### src/rtl/assert_macros.svh
// Assertion macros for the homography inlier counter.
// Each macro takes a label, clock, synchronous reset and the checked terms.
`ifndef ASSERT_MACROS_SVH
`define ASSERT_MACROS_SVH

`ifndef SYNTHESIS

// Same-cycle implication.
`define HIC_ASSERT_IMP(lbl, clk, rst, ante, cons) \
  lbl: assert property (@(posedge clk) disable iff (rst) (ante) |-> (cons)) \
    else $error("hic: assertion failed");

// Next-cycle implication.
`define HIC_ASSERT_NXT(lbl, clk, rst, ante, cons) \
  lbl: assert property (@(posedge clk) disable iff (rst) (ante) |=> (cons)) \
    else $error("hic: assertion failed");

`else

`define HIC_ASSERT_IMP(lbl, clk, rst, ante, cons)
`define HIC_ASSERT_NXT(lbl, clk, rst, ante, cons)

`endif

`endif

### src/rtl/hic_pkg.sv
`default_nettype none

package hic_pkg;

  localparam int COORD_FRAC_BITS = 4;
  localparam int COEF_FRAC_BITS  = 24;
  localparam int THRESH_PIXELS   = 5;
  localparam int MAX_MATCHES     = 4096;

  localparam int PT_W     = 16;
  localparam int COEF_W   = 40;
  localparam int NUM_COEF = 8;
  localparam int CIDX_W   = 3;
  localparam int CNT_W    = 13;

  // Projection accumulators: coef * 16-bit point, two terms plus offset.
  localparam int PROJ_W = 58;
  // Reprojection error: 16-bit point * w minus shifted projection.
  localparam int ERR_W  = 76;
  localparam int SQ_W   = 2 * ERR_W;
  localparam int STEP_W = 7;

  localparam int QUEUE_DEPTH = 2;

  localparam logic [CNT_W-1:0] COUNT_MAX =
    CNT_W'((MAX_MATCHES < 8191) ? MAX_MATCHES : 8191);

  // Coefficient register indexes.
  localparam logic [CIDX_W-1:0] H_R0C0 = 3'd0;
  localparam logic [CIDX_W-1:0] H_R0C1 = 3'd1;
  localparam logic [CIDX_W-1:0] H_R0C2 = 3'd2;
  localparam logic [CIDX_W-1:0] H_R1C0 = 3'd3;
  localparam logic [CIDX_W-1:0] H_R1C1 = 3'd4;
  localparam logic [CIDX_W-1:0] H_R1C2 = 3'd5;
  localparam logic [CIDX_W-1:0] H_R2C0 = 3'd6;
  localparam logic [CIDX_W-1:0] H_R2C1 = 3'd7;

  localparam logic [COEF_W-1:0] COEF_ONE = COEF_W'(1) << COEF_FRAC_BITS;

  typedef logic [COEF_W-1:0] coef_t;
  typedef coef_t [NUM_COEF-1:0] coef_bank_t;

  typedef struct packed {
    logic [PT_W-1:0] src_x;
    logic [PT_W-1:0] src_y;
    logic [PT_W-1:0] dst_x;
    logic [PT_W-1:0] dst_y;
    logic            last_match;
  } item_t;

endpackage

`default_nettype wire

### src/rtl/hic_front.sv
`default_nettype none

module hic_front (
  input  wire logic           clk,
  input  wire logic           rst,
  input  wire logic           in_valid,
  output logic                in_stall,
  input  wire hic_pkg::item_t in_item,
  output logic                q_valid,
  output hic_pkg::item_t      q_item,
  input  wire logic           q_pop
);
  import hic_pkg::*;

  localparam int PTR_W = $clog2(QUEUE_DEPTH);
  localparam int FILL_W = $clog2(QUEUE_DEPTH + 1);

  item_t             slots [QUEUE_DEPTH];
  logic [PTR_W-1:0]  wr_ptr;
  logic [PTR_W-1:0]  rd_ptr;
  logic [FILL_W-1:0] fill;
  logic              push;

  assign in_stall = (fill == FILL_W'(QUEUE_DEPTH));
  assign push     = in_valid && !in_stall;
  assign q_valid  = (fill != '0);
  assign q_item   = slots[rd_ptr];

  always_ff @(posedge clk) begin
    if (push) begin
      slots[wr_ptr] <= in_item;
    end
  end

  always_ff @(posedge clk) begin
    if (rst) begin
      wr_ptr <= '0;
      rd_ptr <= '0;
      fill   <= '0;
    end else begin
      if (push) begin
        wr_ptr <= (wr_ptr == PTR_W'(QUEUE_DEPTH - 1)) ? '0 : wr_ptr + 1'b1;
      end
      if (q_pop) begin
        rd_ptr <= (rd_ptr == PTR_W'(QUEUE_DEPTH - 1)) ? '0 : rd_ptr + 1'b1;
      end
      if (push && !q_pop) begin
        fill <= fill + 1'b1;
      end else if (!push && q_pop) begin
        fill <= fill - 1'b1;
      end
    end
  end

endmodule

`default_nettype wire

### config.mk
export PLATFORM = sky130hd
export DESIGN_NAME = hic_front
export DESIGN_NICKNAME = d
export VERILOG_FILES = /design/src/rtl/assert_macros.svh /design/src/rtl/hic_pkg.sv /design/src/rtl/hic_front.sv
export SDC_FILE = /design/constraint.sdc
export NUM_CORES = 1
export LEC_CHECK = 0
export BUFFER_PORTS_ARGS = -buffer_cell sky130_fd_sc_hd__buf_2
export CELL_PAD_IN_SITES_DETAIL_PLACEMENT = 0
export CELL_PAD_IN_SITES_GLOBAL_PLACEMENT = 1
export CORE_MARGIN = 2
export CORE_UTILIZATION = 40
export CTS_CLUSTER_DIAMETER = 30
export DETAILED_ROUTE_END_ITERATION = 6
export GPL_TIMING_DRIVEN = 0
export PLACE_DENSITY_LB_ADDON = 0.1
export SETUP_SLACK_MARGIN = 0.15
export SLEW_MARGIN = 20
export SYNTH_ARGS = -nofsm -noshare
export SYNTH_HDL_FRONTEND = slang
export SYNTH_SLANG_ARGS = --single-unit
export TNS_END_PERCENT = 5
### constraint.sdc
create_clock -name clk -period 3.6 [get_ports clk]
set_clock_uncertainty 0.2 [all_clocks]
set_input_delay 0.72 -clock clk [delete_from_list [all_inputs] [get_ports clk]]
set_output_delay 0.72 -clock clk [all_outputs]
set_load 0.03 [all_outputs]
## After elaboration in Yosys (flattened, before gate mapping)

Memories as Yosys holds them, arrays and structs flattened. A register that Yosys moved wholly into a read port is not among the register bits.
Cells that the tools add are included.

- Add/sub/neg operators: 4
- Equality and inequality tests: 1
- Mux-type cells: 8
- Reduce and logical (&&, ||, !) cells: 8

Operators with widths:

| operator | number |
|---|---|
| 2-to-1 mux 1 bit | 6 |
| 2-to-1 mux 2 bit | 2 |
| nonzero test 2 bit | 2 |
| logical AND 1 bit | 3 |
| logical NOT 1 bit | 3 |
| adder 1 bit (second input constant) | 2 |
| adder 2 x 1 -> 2 bit (second input constant) | 1 |
| equality test 2 bit (second input constant) | 1 |
| subtractor 2 x 1 -> 2 bit (second input constant) | 1 |

- Flip-flop bits (word level): 4
- RAM bits: 130
- Bits of input ports: 69
- Output and inout bits: 67
- Logic and storage cells: 25
- Memories kept: 1

Memories:

| memory | words | width | rd ports | clocked after memory_dff | wr ports | line | RTL |
|---|---|---|---|---|---|---|---|
| slots | 2 | 65 | 1 | 1 | 1 | hic_front.sv:18 | `item_t slots [QUEUE_DEPTH];` |

## Longest topological paths before layout

- Word-level depth: 7
- Mapped depth: 6
- Mapped depth without buffers: 6

## Worst setup path before layout

Ideal clock, no wire load.

- Path type: input -> register
- Start point: in in_valid
- End point: mem slots[1][0] in the netlist's numbering (enable)
- Setup time: 0.430 ns
- Data arrival time: 2.434 ns
- Data required time: 2.970 ns
- Slack: 0.536 ns
- Stages on the path: 3
- Buffers on the path: 0
- Cell sequence: inv_1 nor2_1 and2_1

- Cells in the longest elaborated chain, start to end: 3

RTL lines:

| item | line | RTL |
|---|---|---|
| from (decl) | hic_front.sv:6 | `input wire logic in_valid,` |
| logical AND 1 bit | hic_front.sv:25 | `assign push = in_valid && !in_stall;` |
| 2-to-1 mux 1 bit | hic_front.sv:30 | `if (push) begin` |
| 2-to-1 mux 1 bit (not written as such) | hic_front.sv:31 | `slots[wr_ptr] <= in_item;` |
| to (decl) | hic_front.sv:18 |  |

No other way between the ends.

==> results.md <==
* Seq cells post-synth at 135
* CTS HTree Levels at 4
* Antenna cells at 0
* Register-to-register setup slack at 1550 ps
* Number of clock buffers inserted by TritonCTS at 17
* Worst r2r src: fill[1]
* Die outline area at 13210 um^2
* Library cell used as clock root buffer: sky130_fd_sc_hd__clkbuf_16
* Leakage power summed over all cells at 2.432 nW
* Highest attainable clock frequency at 0.3878 GHz
* Final Critical Period at 2578 ps
* Filler cell count at 1044
* Critical-path maximum fanout at 10
* Total global-route track usage at 13.75%
* Final net count at 453
* Total standard cell area after synthesis at 4923 um^2
* Total area of multi-input combinational cells at 842.1 um^2
* Critical Path Start Type: flop
* Synth area leader: sky130_fd_sc_hd__edfxtp_1
* Iteration-0 DRC count of the detailed router at 62
* Initial core utilization at 40.99%
* Total detailed-routing wirelength at 8.648 mm
* Worst-case reg-to-reg path depth at 4
* Share of the clock period used by the worst path after layout at 71.62%
* Flip-flop and latch area at 4004 um^2
* Critical path endpoint: q_item[61]
* Overflow after GRT at 0
* Final hold vios at 0
* Max Slew Vio Count at 0
* Gpl congestion at 0.6789
* Critical Path End Type: output pin
* Setup-failing EPs final at 0
* Fraction of final layout cells sized beyond drive strength 1 at 60.10%
* Horiz. Die Dim at 114.9 um
* Post-Syn Nets at 297
* Pin count of the biggest net entering global routing at 36
* Critical path type: flop to output pin
* Result of the run: finished, final reports clean
* Worst hold path type: flop to flop
* Crit path setup slack, layout at 1022 ps
* Count of distinct cell types in the synthesized netlist at 17
* Synth top area cells: sky130_fd_sc_hd__edfxtp_1 (79%), sky130_fd_sc_hd__mux2_2 (15%), sky130_fd_sc_hd__dfxtp_1 (2.0%)
* Post-route DRC at 0
* Total power density per cell area at 671.5 nW/um^2
* Required time at the endpoint of the critical path at 2680 ps
* Number of placed cells counting well taps at 511
* Worst-skew pair later-pin latency at 410 ps
* Post-detailed-route via-to-cell ratio at 4.757
* Number of cells produced by synthesis at 227
* Worst slack at placement at 1137 ps
* Via total after detailed routing at 2583
* Sequential cell area fraction in the yosys report at 81.32%
* Yosys warnings at 0
* Routed len/inst at 15.93 um
* Number of gates resized after CTS at 0
* Final Non-Filler Cells at 543
* Fraction of post-synthesis cell area in the top cell type by area at 79.29%
* Via count of the first global-routing pass at 2653
* Destination of the worst register-to-register timing path: slots[0][0]
* Clock tree from TritonCTS: built
* CORE AREA at 12010 um^2
* Half-perimeter wire length after detailed placement at 5.661 mm
* Std-Cell Rows at 40
* Clock Sink Count at 135
* Number of I/O pins at 136
* Hold Buf Count CTS at 0
* Max transition margin at 69.02%
* Peak VDD IR at 389.7 uV
* Synthesis-to-finish area growth at 29.94%
* Die span in y at 114.9 um
* Count of nets left with antenna violations after detail routing at 0
* Worst path arrival time at 1660 ps
* Buffers inserted by post-CTS timing repair at 0
* Average cell area after synthesis at 21.69 um^2
* Maximum root-to-sink buffer count at 2
* Total of buffers placed on input and output ports at 135
* Max-capacitance violation count at 0
* RSZ-0062 raised after global routing: false
* Global-route wire length before repair at 13.11 mm
* Antenna violations before repair at 0
* Slew at the pin with the worst max-slew slack at 464.6 ps
* First-pass iteration count of the detailed router at 4
* Clock slew at the register clock pins of the worst setup and hold paths at 50 ps
## how the worst min path moves through the flow
| stage | startpoint | end | depth (start not counted) |
|---|---|---|---|
| 2_1_floorplan | wr_ptr | wr_ptr | 2 |
| 3_5_place_dp | wr_ptr | wr_ptr | 2 |
| 6_report | wr_ptr | wr_ptr | 2 |
| 5_1_grt | in_item[9] | slots[0][9] | 1 |
| 3_3_place_gp | wr_ptr | wr_ptr | 2 |
| 4_1_cts | in_item[26] | slots[1][26] | 1 |
## metal layers
layer	routed length, um	global-route usage, %	up-vias
met4	204	8.193	0
met2	4335	22.51	87
li1	-	-	1209
met5	0	0	-
met3	644	6.115	17
met1	3463	14.74	1270
## logic make-up (layout without fill, tap and decap cells)
kind of cell,after synthesis,in the layout,share of synthesized area (%)
AO/OA/AOI/OAI,4,4,0.4066
XOR/XNOR,3,3,0.5338
adder cells (fa/ha/maj),1,1,0.2541
buffers and inverters,10,179,1.626
flip-flops,135,135,81.32
multiplexers,65,65,14.87
AND/OR/NAND/NOR,9,9,0.9912
## critical path, stage by stage (launching register included)
cell	delay (ps)
sky130_fd_sc_hd__dfxtp_1	320
sky130_fd_sc_hd__buf_4	210
sky130_fd_sc_hd__buf_6	180
sky130_fd_sc_hd__mux2_2	350
sky130_fd_sc_hd__buf_2	180
## Yosys cell counts
| cell | n |
|---|---|
| sky130_fd_sc_hd__and2_1 | 1 |
| sky130_fd_sc_hd__buf_4 | 1 |
| sky130_fd_sc_hd__nor2b_2 | 1 |
| sky130_fd_sc_hd__a21oi_1 | 2 |
| sky130_fd_sc_hd__or3_1 | 2 |
| sky130_fd_sc_hd__or2_2 | 1 |
| sky130_fd_sc_hd__mux2_2 | 65 |
| sky130_fd_sc_hd__inv_1 | 3 |
| sky130_fd_sc_hd__ha_1 | 1 |
| sky130_fd_sc_hd__xnor2_1 | 1 |
| sky130_fd_sc_hd__buf_2 | 1 |
| sky130_fd_sc_hd__edfxtp_1 | 130 |
| sky130_fd_sc_hd__dfxtp_1 | 5 |
| sky130_fd_sc_hd__o21ai_0 | 2 |
| sky130_fd_sc_hd__buf_6 | 5 |
| sky130_fd_sc_hd__nor2_1 | 4 |
| sky130_fd_sc_hd__xor2_1 | 2 |
## cells in the final DEF (no fill, tap or decap)
cell and n:
sky130_fd_sc_hd__a21oi_1 2, sky130_fd_sc_hd__and2_4 1, sky130_fd_sc_hd__buf_12 2, sky130_fd_sc_hd__buf_2 136, sky130_fd_sc_hd__buf_4 1, sky130_fd_sc_hd__buf_6 5, sky130_fd_sc_hd__bufinv_16 3, sky130_fd_sc_hd__clkbuf_1 2
sky130_fd_sc_hd__clkbuf_16 17, sky130_fd_sc_hd__clkinv_1 5, sky130_fd_sc_hd__clkinv_2 4, sky130_fd_sc_hd__clkinvlp_4 1, sky130_fd_sc_hd__dfxtp_1 5, sky130_fd_sc_hd__edfxtp_1 130, sky130_fd_sc_hd__ha_1 1, sky130_fd_sc_hd__inv_1 2
sky130_fd_sc_hd__inv_4 1, sky130_fd_sc_hd__mux2_2 65, sky130_fd_sc_hd__nor2_1 4, sky130_fd_sc_hd__nor2b_2 1, sky130_fd_sc_hd__o21ai_0 2, sky130_fd_sc_hd__or2_2 1, sky130_fd_sc_hd__or3_1 2, sky130_fd_sc_hd__xnor2_1 1
sky130_fd_sc_hd__xor2_1 2
## registers in the layout (all words and copies together), names as in the netlist, named ones only
register  flops
slots       130
fill          2
rd_ptr        1
wr_ptr        1
## through the flow
step           hold slack (ps)  TNS, ps  utilization [%]  area [um^2]  power, mW
2_1_floorplan            251.6        0                -         4923      2.461
3_3_place_gp             267.7   -54230            48.15         5783      2.671
3_5_place_dp             287.8        0            48.52         5828      2.686
4_1_cts                  274.2        0            53.26         6397      4.359
5_1_grt                  276.2        0            53.26         6397      4.474
6_report                 290.6        0            53.26         6397      4.296
## power breakdown
group | switching, mW | internal (mW) | leakage, nW
registers | 0.0334 | 1.91 | 1.25
clock network | 0.589 | 1.07 | 0.278
logic | 0.455 | 0.244 | 0.899
## layout make-up
cell class                 instances  share of cell area [%]
buffer                             7                   1.076
inverter                           3                  0.2151
multi-input combinational         82                   13.16
clock inverter                    13                   2.132
tap                              147                   2.875
timing repair buffer             137                   11.19
clock buffer                      19                   6.767
sequential                       135                   62.59
Power figures use the tool's default switching activity.
