==> src/rtl/assert_macros.svh <==
// Assertion macros for the homography inlier counter.
// Each macro takes a label, clock, synchronous reset and the checked terms.
`ifndef ASSERT_MACROS_SVH
`define ASSERT_MACROS_SVH

`ifndef SYNTHESIS

// Same-cycle implication.
`define HIC_ASSERT_IMP(lbl, clk, rst, ante, cons) \
  lbl: assert property (@(posedge clk) disable iff (rst) (ante) |-> (cons)) \
    else $error("hic: assertion failed");

// Next-cycle implication.
`define HIC_ASSERT_NXT(lbl, clk, rst, ante, cons) \
  lbl: assert property (@(posedge clk) disable iff (rst) (ante) |=> (cons)) \
    else $error("hic: assertion failed");

`else

`define HIC_ASSERT_IMP(lbl, clk, rst, ante, cons)
`define HIC_ASSERT_NXT(lbl, clk, rst, ante, cons)

`endif

`endif

==> src/rtl/hic_pkg.sv <==
`default_nettype none

package hic_pkg;

  localparam int COORD_FRAC_BITS = 4;
  localparam int COEF_FRAC_BITS  = 24;
  localparam int THRESH_PIXELS   = 5;
  localparam int MAX_MATCHES     = 4096;

  localparam int PT_W     = 16;
  localparam int COEF_W   = 40;
  localparam int NUM_COEF = 8;
  localparam int CIDX_W   = 3;
  localparam int CNT_W    = 13;

  // Projection accumulators: coef * 16-bit point, two terms plus offset.
  localparam int PROJ_W = 58;
  // Reprojection error: 16-bit point * w minus shifted projection.
  localparam int ERR_W  = 76;
  localparam int SQ_W   = 2 * ERR_W;
  localparam int STEP_W = 7;

  localparam int QUEUE_DEPTH = 2;

  localparam logic [CNT_W-1:0] COUNT_MAX =
    CNT_W'((MAX_MATCHES < 8191) ? MAX_MATCHES : 8191);

  // Coefficient register indexes.
  localparam logic [CIDX_W-1:0] H_R0C0 = 3'd0;
  localparam logic [CIDX_W-1:0] H_R0C1 = 3'd1;
  localparam logic [CIDX_W-1:0] H_R0C2 = 3'd2;
  localparam logic [CIDX_W-1:0] H_R1C0 = 3'd3;
  localparam logic [CIDX_W-1:0] H_R1C1 = 3'd4;
  localparam logic [CIDX_W-1:0] H_R1C2 = 3'd5;
  localparam logic [CIDX_W-1:0] H_R2C0 = 3'd6;
  localparam logic [CIDX_W-1:0] H_R2C1 = 3'd7;

  localparam logic [COEF_W-1:0] COEF_ONE = COEF_W'(1) << COEF_FRAC_BITS;

  typedef logic [COEF_W-1:0] coef_t;
  typedef coef_t [NUM_COEF-1:0] coef_bank_t;

  typedef struct packed {
    logic [PT_W-1:0] src_x;
    logic [PT_W-1:0] src_y;
    logic [PT_W-1:0] dst_x;
    logic [PT_W-1:0] dst_y;
    logic            last_match;
  } item_t;

endpackage

`default_nettype wire

==> src/rtl/hic_back.sv <==
`default_nettype none
`include "assert_macros.svh"

module hic_back (
  input  wire logic                   clk,
  input  wire logic                   rst,
  input  wire hic_pkg::coef_bank_t    coefs,
  input  wire logic                   q_valid,
  input  wire hic_pkg::item_t         q_item,
  output logic                        q_pop,
  output logic                        out_valid,
  input  wire logic                   out_stall,
  output logic                        is_inlier,
  output logic [hic_pkg::CNT_W-1:0]   inlier_count,
  output logic                        end_of_set,
  output logic                        new_best
);
  import hic_pkg::*;

  typedef enum logic [11:0] {
    S_IDLE = 12'b0000_0000_0001,
    S_PROJ = 12'b0000_0000_0010,
    S_OFFS = 12'b0000_0000_0100,
    S_ERR  = 12'b0000_0000_1000,
    S_SUB  = 12'b0000_0001_0000,
    S_SETX = 12'b0000_0010_0000,
    S_SQX  = 12'b0000_0100_0000,
    S_SETY = 12'b0000_1000_0000,
    S_SQY  = 12'b0001_0000_0000,
    S_SETW = 12'b0010_0000_0000,
    S_SQW  = 12'b0100_0000_0000,
    S_CMP  = 12'b1000_0000_0000
  } state_t;

  localparam logic signed [PROJ_W-1:0] W_ONE =
    PROJ_W'(1) << (COEF_FRAC_BITS + COORD_FRAC_BITS);

  state_t                    state;
  item_t                     item;
  logic [STEP_W-1:0]         step;
  logic [PT_W-1:0]           xs;
  logic [PT_W-1:0]           ys;
  logic signed [PROJ_W-1:0]  px;
  logic signed [PROJ_W-1:0]  py;
  logic signed [PROJ_W-1:0]  w;
  logic [PROJ_W-1:0]         mw;
  logic                      wnz;
  logic signed [ERR_W-1:0]   ex;
  logic signed [ERR_W-1:0]   ey;
  logic [ERR_W-1:0]          mag;
  logic [ERR_W-1:0]          msh;
  logic [SQ_W-1:0]           acc;
  logic [SQ_W-1:0]           lhs;
  logic [CNT_W-1:0]          running;
  logic [CNT_W-1:0]          best;

  logic signed [PROJ_W-1:0]  k [NUM_COEF];
  logic signed [ERR_W-1:0]   wext;
  logic [SQ_W-1:0]           acc_next;
  logic                      sq_last;
  logic                      out_free;
  logic                      inlier;
  logic [CNT_W-1:0]          running_next;
  logic                      finish;

  always_comb begin
    for (int i = 0; i < NUM_COEF; i++) begin
      k[i] = PROJ_W'($signed(coefs[i]));
    end
  end

  assign wext     = ERR_W'(w);
  assign acc_next = (acc << 1) + (msh[ERR_W-1] ? SQ_W'(mag) : '0);
  assign sq_last  = (step == STEP_W'(ERR_W - 1));
  assign out_free = !out_valid || !out_stall;
  assign inlier   = wnz && (lhs < acc);
  assign running_next = (inlier && running < COUNT_MAX) ? running + 1'b1 : running;
  assign finish   = (state == S_CMP) && out_free;
  assign q_pop    = (state == S_IDLE) && q_valid;

  // Sequencer and datapath.
  always_ff @(posedge clk) begin
    if (rst) begin
      state <= S_IDLE;
    end else begin
      unique case (state)
        S_IDLE: begin
          if (q_valid) begin
            state <= S_PROJ;
          end
        end
        S_PROJ: begin
          if (step == STEP_W'(PT_W - 1)) begin
            state <= S_OFFS;
          end
        end
        S_OFFS: state <= S_ERR;
        S_ERR: begin
          if (step == STEP_W'(PT_W - 1)) begin
            state <= S_SUB;
          end
        end
        S_SUB:  state <= (w == '0) ? S_CMP : S_SETX;
        S_SETX: state <= S_SQX;
        S_SQX: begin
          if (sq_last) begin
            state <= S_SETY;
          end
        end
        S_SETY: state <= S_SQY;
        S_SQY: begin
          if (sq_last) begin
            state <= S_SETW;
          end
        end
        S_SETW: state <= S_SQW;
        S_SQW: begin
          if (sq_last) begin
            state <= S_CMP;
          end
        end
        S_CMP: begin
          if (out_free) begin
            state <= S_IDLE;
          end
        end
        default: state <= S_IDLE;
      endcase
    end
  end

  always_ff @(posedge clk) begin
    case (state)
      S_IDLE: begin
        item <= q_item;
        xs   <= q_item.src_x;
        ys   <= q_item.src_y;
        px   <= '0;
        py   <= '0;
        w    <= '0;
        step <= '0;
      end
      S_PROJ: begin
        // MSB-first shift-add over the source point bits
        px   <= (px <<< 1) + (xs[PT_W-1] ? k[H_R0C0] : '0) + (ys[PT_W-1] ? k[H_R0C1] : '0);
        py   <= (py <<< 1) + (xs[PT_W-1] ? k[H_R1C0] : '0) + (ys[PT_W-1] ? k[H_R1C1] : '0);
        w    <= (w <<< 1) + (xs[PT_W-1] ? k[H_R2C0] : '0) + (ys[PT_W-1] ? k[H_R2C1] : '0);
        xs   <= xs << 1;
        ys   <= ys << 1;
        step <= step + 1'b1;
      end
      S_OFFS: begin
        px   <= px + (k[H_R0C2] <<< COORD_FRAC_BITS);
        py   <= py + (k[H_R1C2] <<< COORD_FRAC_BITS);
        w    <= w + W_ONE;
        xs   <= item.dst_x;
        ys   <= item.dst_y;
        ex   <= '0;
        ey   <= '0;
        step <= '0;
      end
      S_ERR: begin
        ex   <= (ex <<< 1) + (xs[PT_W-1] ? wext : '0);
        ey   <= (ey <<< 1) + (ys[PT_W-1] ? wext : '0);
        xs   <= xs << 1;
        ys   <= ys << 1;
        step <= step + 1'b1;
      end
      S_SUB: begin
        ex  <= ex - (ERR_W'(px) <<< COORD_FRAC_BITS);
        ey  <= ey - (ERR_W'(py) <<< COORD_FRAC_BITS);
        mw  <= w[PROJ_W-1] ? PROJ_W'(-w) : PROJ_W'(w);
        wnz <= (w != '0);
      end
      S_SETX: begin
        mag  <= ex[ERR_W-1] ? ERR_W'(-ex) : ERR_W'(ex);
        msh  <= ex[ERR_W-1] ? ERR_W'(-ex) : ERR_W'(ex);
        acc  <= '0;
        step <= '0;
      end
      S_SETY: begin
        lhs  <= acc;
        mag  <= ey[ERR_W-1] ? ERR_W'(-ey) : ERR_W'(ey);
        msh  <= ey[ERR_W-1] ? ERR_W'(-ey) : ERR_W'(ey);
        acc  <= '0;
        step <= '0;
      end
      S_SETW: begin
        // threshold folded into the square: (thresh * |w| * 2^C)^2
        lhs  <= lhs + acc;
        mag  <= (ERR_W'(mw) * ERR_W'(THRESH_PIXELS)) << COORD_FRAC_BITS;
        msh  <= (ERR_W'(mw) * ERR_W'(THRESH_PIXELS)) << COORD_FRAC_BITS;
        acc  <= '0;
        step <= '0;
      end
      S_SQX, S_SQY, S_SQW: begin
        acc  <= acc_next;
        msh  <= msh << 1;
        step <= step + 1'b1;
      end
      default: begin
      end
    endcase
  end

  // Counters and result register.
  always_ff @(posedge clk) begin
    if (rst) begin
      running   <= '0;
      best      <= '0;
      out_valid <= 1'b0;
    end else begin
      if (finish) begin
        out_valid <= 1'b1;
        if (item.last_match) begin
          running <= '0;
          if (running_next > best) begin
            best <= running_next;
          end
        end else begin
          running <= running_next;
        end
      end else if (!out_stall) begin
        out_valid <= 1'b0;
      end
    end
  end

  always_ff @(posedge clk) begin
    if (finish) begin
      is_inlier    <= inlier;
      inlier_count <= running_next;
      end_of_set   <= item.last_match;
      new_best     <= item.last_match && (running_next > best);
    end
  end

  `HIC_ASSERT_IMP(a_count_cap, clk, rst, 1'b1, running <= COUNT_MAX)
  `HIC_ASSERT_IMP(a_best_on_last, clk, rst, out_valid && new_best, end_of_set)
  `HIC_ASSERT_NXT(a_best_hold, clk, rst, !(finish && item.last_match), $stable(best))

endmodule

`default_nettype wire

==> config.mk <==
export PLATFORM = sky130hd
export DESIGN_NAME = hic_back
export DESIGN_NICKNAME = d
export VERILOG_FILES = /design/src/rtl/hic_pkg.sv /design/src/rtl/hic_back.sv
export VERILOG_INCLUDE_DIRS = /design/src /design/src/rtl
export SDC_FILE = /design/constraint.sdc
export NUM_CORES = 2
export LEC_CHECK = 0
export BUFFER_PORTS_ARGS = -buffer_cell sky130_fd_sc_hd__buf_2
export CORE_UTILIZATION = 63
export CTS_CLUSTER_DIAMETER = 200
export DETAILED_ROUTE_END_ITERATION = 7
export HOLD_SLACK_MARGIN = 0.05
export PLACE_DENSITY = 0.79
export SETUP_SLACK_MARGIN = 0.3
export SLEW_MARGIN = 20
export SYNTH_ARGS = -nofsm -noshare
export SYNTH_HDL_FRONTEND = slang
export SYNTH_SLANG_ARGS = --single-unit
export TNS_END_PERCENT = 1
==> constraint.sdc <==
create_clock -name clk -period 14.9 [get_ports clk]
set_input_delay 1.49 -clock clk [delete_from_list [all_inputs] [get_ports clk]]
set_output_delay 1.49 -clock clk [all_outputs]
set_load 0.005 [all_outputs]
; ---- Word level (Yosys, flattened, before mapping)
; Cells that the tools add are included.
; Widths: inputs -> output; s select.
[totals]
memories = 0
latchBits = 0
output_inout_bits = 18
regBits = 968
mem_bits_ro = 0
ramBits = 0
[op_classes]
addsub = 20
div_mod_pow = 0
reduce_logical = 25
n_shift = 0
n_mux = 37
eq_ne = 22
mul = 1
bitwise = 0
n_lt_le_gt_ge = 3
[op_table]
columns = cell, count
row1 = $pmux 76 s3, 3
row2 = $pmux 152 s2, 2
row3 = $pmux 58 s3, 3
row4 = $mux 76, 5
row5 = $add 58x58->58, 6
row6 = $mux 58, 6
row7 = $pmux 76 s4, 1
row8 = $add 152x152->152, 1
row9 = $add 152x76->152, 1
row10 = $add 76x76->76, 2
row11 = $lt 152x152->1, 1
row12 = $neg 76->76, 2
row13 = $sub 76x62->76, 2
row14 = $pmux 12 s12, 1
row15 = $add 58x44->58, 2
row16 = $mux 12, 8
row17 = $pmux 16 s3, 2
row18 = $mul 58x3->61 const B, 1
row19 = $add 58x30->58 const B, 1
row20 = $logic_not 58->1, 1
row21 = $neg 58->58, 1
row22 = $reduce_bool 58->1, 1
row23 = $mux 57, 1
row24 = $mux 13, 2
row25 = other kinds (33), 52

; ---- Logic depth before layout (Yosys ltp)
[logic_depth]
ltp_word = 6
mapped_depth = 33
depth_no_buf = 30

; ---- Worst setup path before layout
; Ideal clock, no wire load.
[synth_timing]
path_type = register to register
start = register state[2]
end = register px[10] (enable)
setup_time_ns = 0.502
slack_ns = 7.565
path_buffers = 0
t_arrival_ns = 6.833
stages_incl_launch_ff = 7
cell_sequence = dfxtp_1 -> nor4_1 -> and3_1 -> nand2_1 -> nor3b_1 -> nor2_1 -> nand2_1
[synth_via]
elab_chain_len = 2
[synth_lines]
columns = element, line
row1 = "start, declared", hic_back.sv:38  ; state_t state;
row2 = "start signal, assigned", hic_back.sv:103  ; S_SUB: state <= (w == '0) ? S_CMP : S_SETX;
row3 = "$eq 12x1->1, or another cell as far along", hic_back.sv:133  ; case (state)
row4 = $reduce_bool 3->1 (no line) *, --
row5 = "end signal, assigned", hic_back.sv:145  ; px <= (px <<< 1) + (xs[PT_W-1] ? k[H_R0C0] : '0) + (ys[PT_W-1] ? k[H_R0C1] : '0);
row6 = "end signal, assigned", hic_back.sv:153  ; px <= px + (k[H_R0C2] <<< COORD_FRAC_BITS);
row7 = "end, declared", hic_back.sv:43  ; logic signed [PROJ_W-1:0] px;
; Every way passes the cells marked *; elsewhere a longest branch is shown, timed or not.
; A chain may end at the register's enable or synchronous reset.

; ---- Final worst setup path
[layout_timing]
start = register acc[105]
end = register best[10]
[layout_via]
elab_chain_len = 6
[layout_lines]
columns = element, line
row1 = "start, declared", hic_back.sv:52  ; logic [SQ_W-1:0] acc;
row2 = "start signal, assigned", hic_back.sv:197  ; acc <= acc_next;
row3 = $lt 152x152->1, hic_back.sv:76  ; assign inlier = wnz && (lhs < acc);
row4 = $logic_and 1x1->1, hic_back.sv:76
row5 = net inlier, hic_back.sv:62  ; logic inlier;
row6 = $logic_and 1x1->1, hic_back.sv:77  ; assign running_next = (inlier && running < COUNT_MAX) ? running + 1'b1 : running;
row7 = $mux 13, hic_back.sv:77
row8 = net running_next[1], hic_back.sv:63  ; logic [CNT_W-1:0] running_next;
row9 = $gt 13x13->1, hic_back.sv:217  ; if (running_next > best) begin
row10 = $reduce_and 3->1 (no line), --
row11 = "end signal, assigned", hic_back.sv:218  ; best <= running_next;
row12 = "end, declared", hic_back.sv:55  ; logic [CNT_W-1:0] best;
; The timed path passes the listed nets, and every way through them passes these cells.

==> flow_summary.yaml <==
detailed_routing:
  ant_nets: 0
  vias: 93900
  wl_per_cell_um: 22.7
  drc: 0
  drt_iter0_drc: 10500
  drt_wl_total_um: 323000
  viasPerCell: 6.59
  firstDrtPassIters: 8
sta:
  hold_viol: 0
  setup_violations: 0
  maxClockFrequency_ghz: 0.123
  finalSetupTns_ns: 0
  slew_headroom_pct: 2.64
  maxSlewViolCount: 0
  fin_crit_sh_pct: 54.8
  rsz0062_at_grt: "false"
  worstMarginPinSlew_ns: 1.45
  finClkSkew_ns: 0.0575
  finalCriticalPeriod_ns: 8.16
synth:
  synth.net_count: 13600
  yosys.area.top_type: "edfxtp_1"
  synth-main-ff-cell: "edfxtp_1"
  synthCells: 11900
  yosysTopAreaCellShare_pct: 27.3
  yosysSeqAreaShare_pct: 28.1
  synthDistinctLibCells: 84
  synth_compound_area_share_pct: 23.4
  synthSimpleGateAreaFrac_pct: 17.9
  yosys.area_share.adder_pct: 16.7
  synth_edf_count: 929
  syn_area_per_cell_um2: 8.56
  syn_area_um2: 102000
  synth_area_leaders: "edfxtp_1 (27%), ha_1 (13%), xnor2_1 (6.4%)"
  synth_top_family_by_area: "compound AO/OA/AOI/OAI gates"
  synthMuxAreaShare_pct: 0.0613
  yosys_warnings: 0
  synthXorXnorAreaFrac_pct: 9.46
  ys_async_sr_fraction_pct: 0
  ys_seq_elements: 968
min_path:
  hold_path.class: "reg -> reg"
floorplanning:
  chipWidth_um: 404
  start_util_pct: 63.5
  num_rows: 147
  die_h_um: 404
  die_area_um2: 164000
  pin_count: 407
  coreArea_um2: 161000
critical_path:
  path_max_fanout: 15
  start_kind: "flop"
  crit_buf_inv: 1
  critPathMaxStageDelay_ns: 0.81
  cp-end-kind: "flop"
  cp.arrival_ns: 8.82
  cp_data_required_time_ns: 15.56
  worst-setup-path-type: "reg -> reg"
  crit_top_cell: "o21a_1"
  cpLargestDelayFamily: "compound AO/OA/AOI/OAI gates"
  crit_slowest_cell: "a211oi_2"
placed_design:
  io_buffers: 406
  dp_cells: 14000
  globalplace.congestion: 1.03
  dpl.hpwl_um: 250000
finish:
  layout_commonest_cell: "ha_1"
  final_cell_mix: "ha_1 (1077), a21oi_1 (1047), nand2_1 (992), edfxtp_1 (929), o21ai_0 (787)"
  utilization_pct: 68.3
  multi_input_comb_area_um2: 69100
  syn2layout_area_growth_pct: 7.50
  finalNonFillerCells: 14200
  final_nets: 13600
  nFillCells: 13000
  drive_gt1_share_pct: 6.72
  ff_latch_area_um2: 28700
clock_network:
  cts_buffers: 117
  clk_pin_slew_ns: 0.06
  clk_latency_ns: 0.80
  cts_buffer_depth: 3
  clock-root-buffer: "clkbuf_16"
  h-tree-depth: 3
  cts_tree: "done"
  cts_setup_buffers: 0
  ctsResizeCount: 0
  clock_sinks: 968
  hold_buffers: 0
grt:
  grt_usage_pct: 38.4
  grt_remaining_overflow: 0
  grt_max_degree: 178
  grt_pass1_vias: 90600
  antenna_found_initial: 27
  grt_pass1_wl_um: 500000
status:
  status: "finished, final reports clean"
power:
  ir_drop_mv: 0.163
  power_leakage_uw: 0.0482
  power_density_nw_per_um2: 116
job:
  cap_violations: 0
==> Yosys cell counts (176+ instances only) <==
master / n
nand2_1: 996
fa_1: 180
o21bai_1: 203
edfxtp_1: 929
xor2_1: 352
a21o_1: 534
a21oi_1: 1047
nor2_1: 725
and2_1: 512
inv_1: 645
nand3_1: 228
xnor2_1: 750
nor3_1: 176
clkbuf_1: 503
o22ai_1: 260
ha_1: 1077
o21ai_0: 787
nand4_1: 228
==> stage by stage <==
step	cell area, µm²	total power [µW]	setup WS [ns]	hold slack, ns
2_1_floorplan	102000	8050	7.57	0.443
3_3_place_gp	105000	9290	7.15	0.462
3_5_place_dp	105000	9450	6.98	0.465
4_1_cts	110000	12600	6.90	0.473
5_1_grt	110000	13400	6.38	0.490
6_report	110000	12700	6.74	0.472
==> layer usage <==
metal / share of wire [%] / wire length, µm / vias to the layer above / track usage [%]
li1: - / - / 43800 / -
met3: 8.2 / 26400 / 878 / 5.37
met1: 41 / 132000 / 44800 / 50.4
met4: 5.9 / 19100 / 8 / 19.9
met5: 0.017 / 55 / - / 0
met2: 45 / 146000 / 4467 / 61.7
==> layout make-up <==
class                      count  area share, %
tap                         2160           2.46
clock inverter                83           1.03
multi-input combinational   9772           63.0
sequential                   968           26.2
inverter                     646           2.22
clock buffer                 136           2.76
timing repair buffer         481           2.40
antenna                        3        0.00685
==> path summary, 6_finish.rpt <==
| path | startpoint | end | slack (ns) | depth (start not counted) |
|---|---|---|---|---|
| worst max register to register | acc[105]$_SDFFCE_PP0P_ | best[10]$_SDFFE_PP0P_ | 6.74 | 29 |
| worst min-delay path | running[11]$_SDFFE_PP0P_ | running[11]$_SDFFE_PP0P_ | 0.47 | 2 |
| worst min register to register | running[11]$_SDFFE_PP0P_ | running[11]$_SDFFE_PP0P_ | 0.47 | 2 |
| worst max-delay path | acc[105]$_SDFFCE_PP0P_ | best[10]$_SDFFE_PP0P_ | 6.74 | 29 |
==> registers in the layout (all words and copies together) (netlist names), 16 cells and up <==
signal	count
mw	58
msh	76
px	58
w	58
ex	76
item	33
ey	76
ys	16
lhs	152
py	58
xs	16
acc	152
mag	76
==> worst min-delay path: stages (launching register included) <==
cell and delay, ns:
dfxtp_1 0.30, o21ai_0 0.06, a21oi_1 0.06
==> cells by family (layout without fill, tap and decap cells) <==
family / Yosys count / count (layout)
buffers and inverters: 1176 / 1346
muxes: 6 / 6
other: 0 / 3
and+or+nand+nor: 3642 / 3642
adders and majority gates: 1257 / 1257
xor gates and xnor gates: 1102 / 1102
AOI/OAI and AO/OA: 3765 / 3765
DFF: 968 / 968
==> report_power, final <==
group / leakage (µW) / switching [µW] / total (µW) / internal (µW)
Combinational: 0.0370 / 3470 / 5880 / 2410
Sequential: 0.00926 / 409 / 3690 / 3290
Clock: 0.00200 / 1330 / 3150 / 1820
Note: power is estimated with default switching activity, not from simulation.
